==> config.mk <==
export PLATFORM = sky130hd
export DESIGN_NAME = npbw_div
export DESIGN_NICKNAME = d
export VERILOG_FILES = /design/src/rtl/npbw_pkg.sv /design/src/rtl/npbw_div.sv
export SDC_FILE = /design/constraint.sdc
export NUM_CORES = 1
export LEC_CHECK = 0
export BUFFER_PORTS_ARGS = -buffer_cell sky130_fd_sc_hd__buf_4
export CAP_MARGIN = 30
export CORE_MARGIN = 2
export CORE_UTILIZATION = 50
export DETAILED_ROUTE_END_ITERATION = 16
export PLACE_DENSITY = 0.72
export SLEW_MARGIN = 15
export SYNTH_ARGS = -nofsm -noshare
export SYNTH_HDL_FRONTEND = slang
export SYNTH_SLANG_ARGS = --single-unit
==> constraint.sdc <==
create_clock -name i_clk -period 6.1 [get_ports i_clk]
set_input_delay 1.525 -clock i_clk [delete_from_list [all_inputs] [get_ports i_clk]]
set_output_delay 1.525 -clock i_clk [all_outputs]
set_load 0.02 [all_outputs]
==> src/rtl/npbw_pkg.sv <==
// Shared types and constants for the nearest points blend weights block.
package npbw_pkg;
    localparam int MAX_POINTS = 16;
    localparam int CoordW = 24;
    localparam int DistW  = 24;
    localparam int WghtW  = 16;
    localparam int IdxW   = 4;

    localparam logic OP_LOAD  = 1'b0;
    localparam logic OP_QUERY = 1'b1;

    localparam logic [1:0] REG_POINT_COUNT  = 2'd0;
    localparam logic [1:0] REG_MAX_SPREAD   = 2'd1;
    localparam logic [1:0] REG_NEAREST_ONLY = 2'd2;

    typedef struct packed {
        logic                      operation;
        logic [IdxW-1:0]           point_index;
        logic signed [CoordW-1:0]  coord_x;
        logic signed [CoordW-1:0]  coord_y;
        logic signed [CoordW-1:0]  coord_z;
    } t_in_item;

    typedef struct packed {
        logic [IdxW-1:0]  terrain_index;
        logic [WghtW-1:0] weight;
        logic [DistW-1:0] distance;
        logic             last;
    } t_out_item;

    typedef struct packed {
        logic [1:0]  index;
        logic [23:0] data;
    } t_cfg_item;

    // Request to the shared divider.
    typedef struct packed {
        logic        start;
        logic [47:0] num;
        logic [47:0] den;
    } t_div_req;

    typedef enum logic [3:0] {
        ST_IDLE,
        ST_DIST_SETUP,
        ST_DIST_SQ,
        ST_DIST_ROOT,
        ST_DIST_SAVE,
        ST_SEL_SCAN,
        ST_SEL_PICK,
        ST_RAW_DIV,
        ST_RAW_WAIT,
        ST_NORM_DIV,
        ST_NORM_WAIT,
        ST_EMIT
    } t_state;
endpackage

==> src/rtl/npbw_div.sv <==
// Shared restoring divider, one quotient bit per cycle, 48 by 48 bits.
module npbw_div (
    input  logic                 i_clk,
    input  logic                 i_rst_n,
    input  npbw_pkg::t_div_req   i_req,
    output logic                 o_done,
    output logic [47:0]          o_quot
);
    import npbw_pkg::*;

    logic [47:0] r_rem, n_rem;
    logic [47:0] r_quot, n_quot;
    logic [47:0] r_den;
    logic [5:0]  r_cnt;
    logic        r_busy;
    logic [48:0] w_trial;

    // One shift and subtract step per cycle.
    always_comb begin
        w_trial = {r_rem, r_quot[47]} - {1'b0, r_den};
        if (!w_trial[48]) begin
            n_rem = w_trial[47:0];
            n_quot = {r_quot[46:0], 1'b1};
        end else begin
            n_rem = {r_rem[46:0], r_quot[47]};
            n_quot = {r_quot[46:0], 1'b0};
        end
    end

    always_ff @(posedge i_clk) begin
        if (!i_rst_n) begin
            r_busy <= 1'b0;
            r_cnt  <= '0;
            o_done <= 1'b0;
        end else begin
            o_done <= 1'b0;
            if (i_req.start) begin
                r_busy <= 1'b1;
                r_cnt  <= 6'd47;
                r_rem  <= '0;
                r_quot <= i_req.num;
                r_den  <= i_req.den;
            end else if (r_busy) begin
                r_rem  <= n_rem;
                r_quot <= n_quot;
                r_cnt  <= r_cnt - 6'd1;
                if (r_cnt == 6'd0) begin
                    r_busy <= 1'b0;
                    o_done <= 1'b1;
                end
            end
        end
    end

    assign o_quot = r_quot;
endmodule

==> flow_metrics.env <==
export IMPL_status="finished, final reports clean"
export IMPL_crit_arrival_ps=4210
export IMPL_path_class="reg -> reg"
export IMPL_antenna_cells=0
export IMPL_wl_microns=20210
export IMPL_tns_ps=0
export IMPL_nets=1125
export IMPL_irDropWorstVdd_uv=186.7
export IMPL_syn_instance_count=837
export IMPL_cts_resized=0
export IMPL_track_usage_pct=21.28
export IMPL_synth_xor_area_share_pct=4.320
export IMPL_synth_top_family_by_area="compound AO/OA/AOI/OAI gates"
export IMPL_postLayoutCellArea_sq_mm=0.01113
export IMPL_postCtsHoldBufs=0
export IMPL_power_density_mw_per_mm2=299.8
export IMPL_yosys_top_cells_area="edfxtp_1, mux2_2, ha_1"
export IMPL_p_leak_nw=4.731
export IMPL_antenna_left=0
export IMPL_clk_latency_ps=440
export IMPL_synth_area_mux_share_pct=11.95
export IMPL_synth_compound_area_share_pct=12.10
export IMPL_worst_slew_pin_slew_ps=888.2
export IMPL_dp_hpwl_microns=14400
export IMPL_cts_htree_levels=4
export IMPL_ys_flop_type="edfxtp_1"
export IMPL_synth_avg_cell_area_sq_um=11.11
export IMPL_synth_seq_cells=152
export IMPL_placed_area_sq_mm=0.01057
export IMPL_core_area_sq_mm=0.01809
export IMPL_cp_end_kind="flip-flop"
export IMPL_grt_pass1_wl_microns=33440
export IMPL_port_buffers=147
export IMPL_drc=0
export IMPL_yosysWarnings=0
export IMPL_yosysSeqAreaShare_pct=48.23
export IMPL_setup_viol=0
export IMPL_min_period_ps=4029
export IMPL_clock_skew_ps=12.62
export IMPL_startpoint="r_rem[10]$_SDFFCE_PP0P_"
export IMPL_crit_fanout=47
export IMPL_min_path_type="reg -> reg"
export IMPL_required_ps=6280
export IMPL_cts_tree="yes"
export IMPL_drv_cap=0
export IMPL_viasPerCell=5.518
export IMPL_rows=49
export IMPL_grt_pass1_vias=6720
export IMPL_drt_iter0_markers=476
export IMPL_firstDrtPassIters=7
export IMPL_final_hold_violation_count=0
export IMPL_io_pins=148
export IMPL_grt_antenna_before_repair=0
export IMPL_grt_setup_unrepaired="false"
export IMPL_area_delta_synth_final_pct=19.69
export IMPL_synth_fp_nets=987
export IMPL_rr_startpoint="r_rem[10]$_SDFFCE_PP0P_"
export IMPL_post_synth_top_area_fraction_pct=46.51
export IMPL_synthSimpleGateAreaFrac_pct=11.94
export IMPL_dieArea_sq_mm=0.01970
export IMPL_vias=6716
export IMPL_root_buffer="clkbuf_16"
export IMPL_slew_violations=0
export IMPL_synth_cell_type_count=63
export IMPL_die_h_microns=140.4
export IMPL_slew_headroom_pct=40.79
export IMPL_synth_commonest_cells="edfxtp_1, mux2_2, inv_1"
export IMPL_fmaxAchievable_mhz=248.2
export IMPL_hp_start="r_busy$_SDFF_PN0_"
export IMPL_clockBufferDepth=2
export IMPL_grt_max_degree=76
export IMPL_final_layout_size_suffix_gt1_share_pct=27.83
export IMPL_clock_sinks=152
export IMPL_cts_buffers=17
export IMPL_die_x_microns=140.4
export IMPL_clk_pin_slew_worst_paths_ps=70
export IMPL_crit_path_start_kind="flip-flop"
export IMPL_synth_area_sq_mm=0.009298
export IMPL_fin_crit_sh_pct=66.05
export IMPL_async_flop_share_pct=0
export IMPL_post_cts_buffers=0
export IMPL_yosysMostFrequentCell="edfxtp_1"
export IMPL_wire_per_inst_microns=16.61
export IMPL_gp_congestion=0.8552
export IMPL_start_util_pct=51.41
export IMPL_synthAdderAreaFrac_pct=6.944
export IMPL_synth_edf_count=144
export IMPL_grt_overflow=0
export IMPL_yosys_area_top_type="edfxtp_1"
==> worst paths after layout <==
kind                              to  slack, ps  depth (start not counted)
min reg2reg        o_done$_SDFF_PP0_        540                          2
max reg2reg  r_rem[33]$_SDFFCE_PP0P_       2070                         12
max          r_rem[33]$_SDFFCE_PP0P_       2070                         12
min                o_done$_SDFF_PP0_        540                          2
==> report_power, final <==
group	switching [mW]	internal [mW]
registers	0.0502	1.28
clock network	0.457	0.528
logic	0.544	0.481
total	1.05	2.28
==> flip-flops by register name (all words and copies together) (netlist names) <==
signal / flops
o_done: 1
o_quot: 48
r_busy: 1
r_cnt: 6
r_den: 48
r_rem: 48
==> per-layer routing <==
| metal | wire length, microns | global-route usage (%) | share of wire [%] | up-vias |
|---|---|---|---|---|
| met5 | 0 | 0 | 0 | - |
| met4 | 257 | 6.380 | 1.3 | 0 |
| met3 | 1574 | 7.590 | 7.8 | 18 |
| met2 | 9198 | 33.51 | 46 | 195 |
| met1 | 9183 | 27.75 | 45 | 3173 |
| li1 | - | - | - | 3330 |
==> critical path, stage by stage, from the launching register on <==
cell and delay [ps]:
edfxtp_1 400, ha_1 390, a21oi_1 260, a21boi_0 270, a31oi_1 80, a21oi_1 330, o2111ai_2 190, a2111oi_2 300
nand2b_1 210, o21ai_2 120, xnor2_4 130, buf_4 660, mux2_2 410
==> cell usage in the layout (no fill, tap or decap), drive strengths merged, types with 15 or more instances in the layout <==
cell    count
a21o       26
a21oi      46
buf       153
clkbuf     18
edfxtp    144
ha         50
inv        70
mux2       81
mux2i      15
nand2      59
nor2       57
nor2b      40
o21ai      35
xnor2      29
xor2       16
==> per-stage QoR <==
| stage | worst slack, ps | power (mW) | hold WS, ps | instances | util [%] |
|---|---|---|---|---|---|
| finish | 2071 | 3.336 | 543.9 | 1217 | 61.53 |
| detailed placement | 2048 | 2.366 | 542.0 | 1184 | 58.44 |
| floorplan | 1350 | 2.139 | 489.5 | 837 | - |
| global route | 1776 | 3.515 | 584.8 | 1217 | 61.53 |
| CTS | 2023 | 3.359 | 551.7 | 1216 | 61.42 |
| global placement | 2086 | 2.350 | 531.8 | 1183 | 58.35 |
==> cell type report <==
type	instances	area, sq um
Clock buffer	18	429.2
Sequential cell	152	4484
Tap cell	229	286.5
Fill cell	1509	6958
Multi-Input combinational cell	588	4413
Clock inverter	14	110.1
Inverter	63	236.5
Timing Repair Buffer	153	1169
==> cell families (layout without fill, tap and decap cells) <==
family	count (synthesis)	count (layout)
AND/OR/NAND/NOR	226	226
multiplexers	96	96
XOR/XNOR	45	45
buffers and inverters	97	248
adder cells (fa/ha/maj)	51	51
flip-flops	152	152
AO/OA/AOI/OAI	170	170
(Power assumes the default switching activity.)
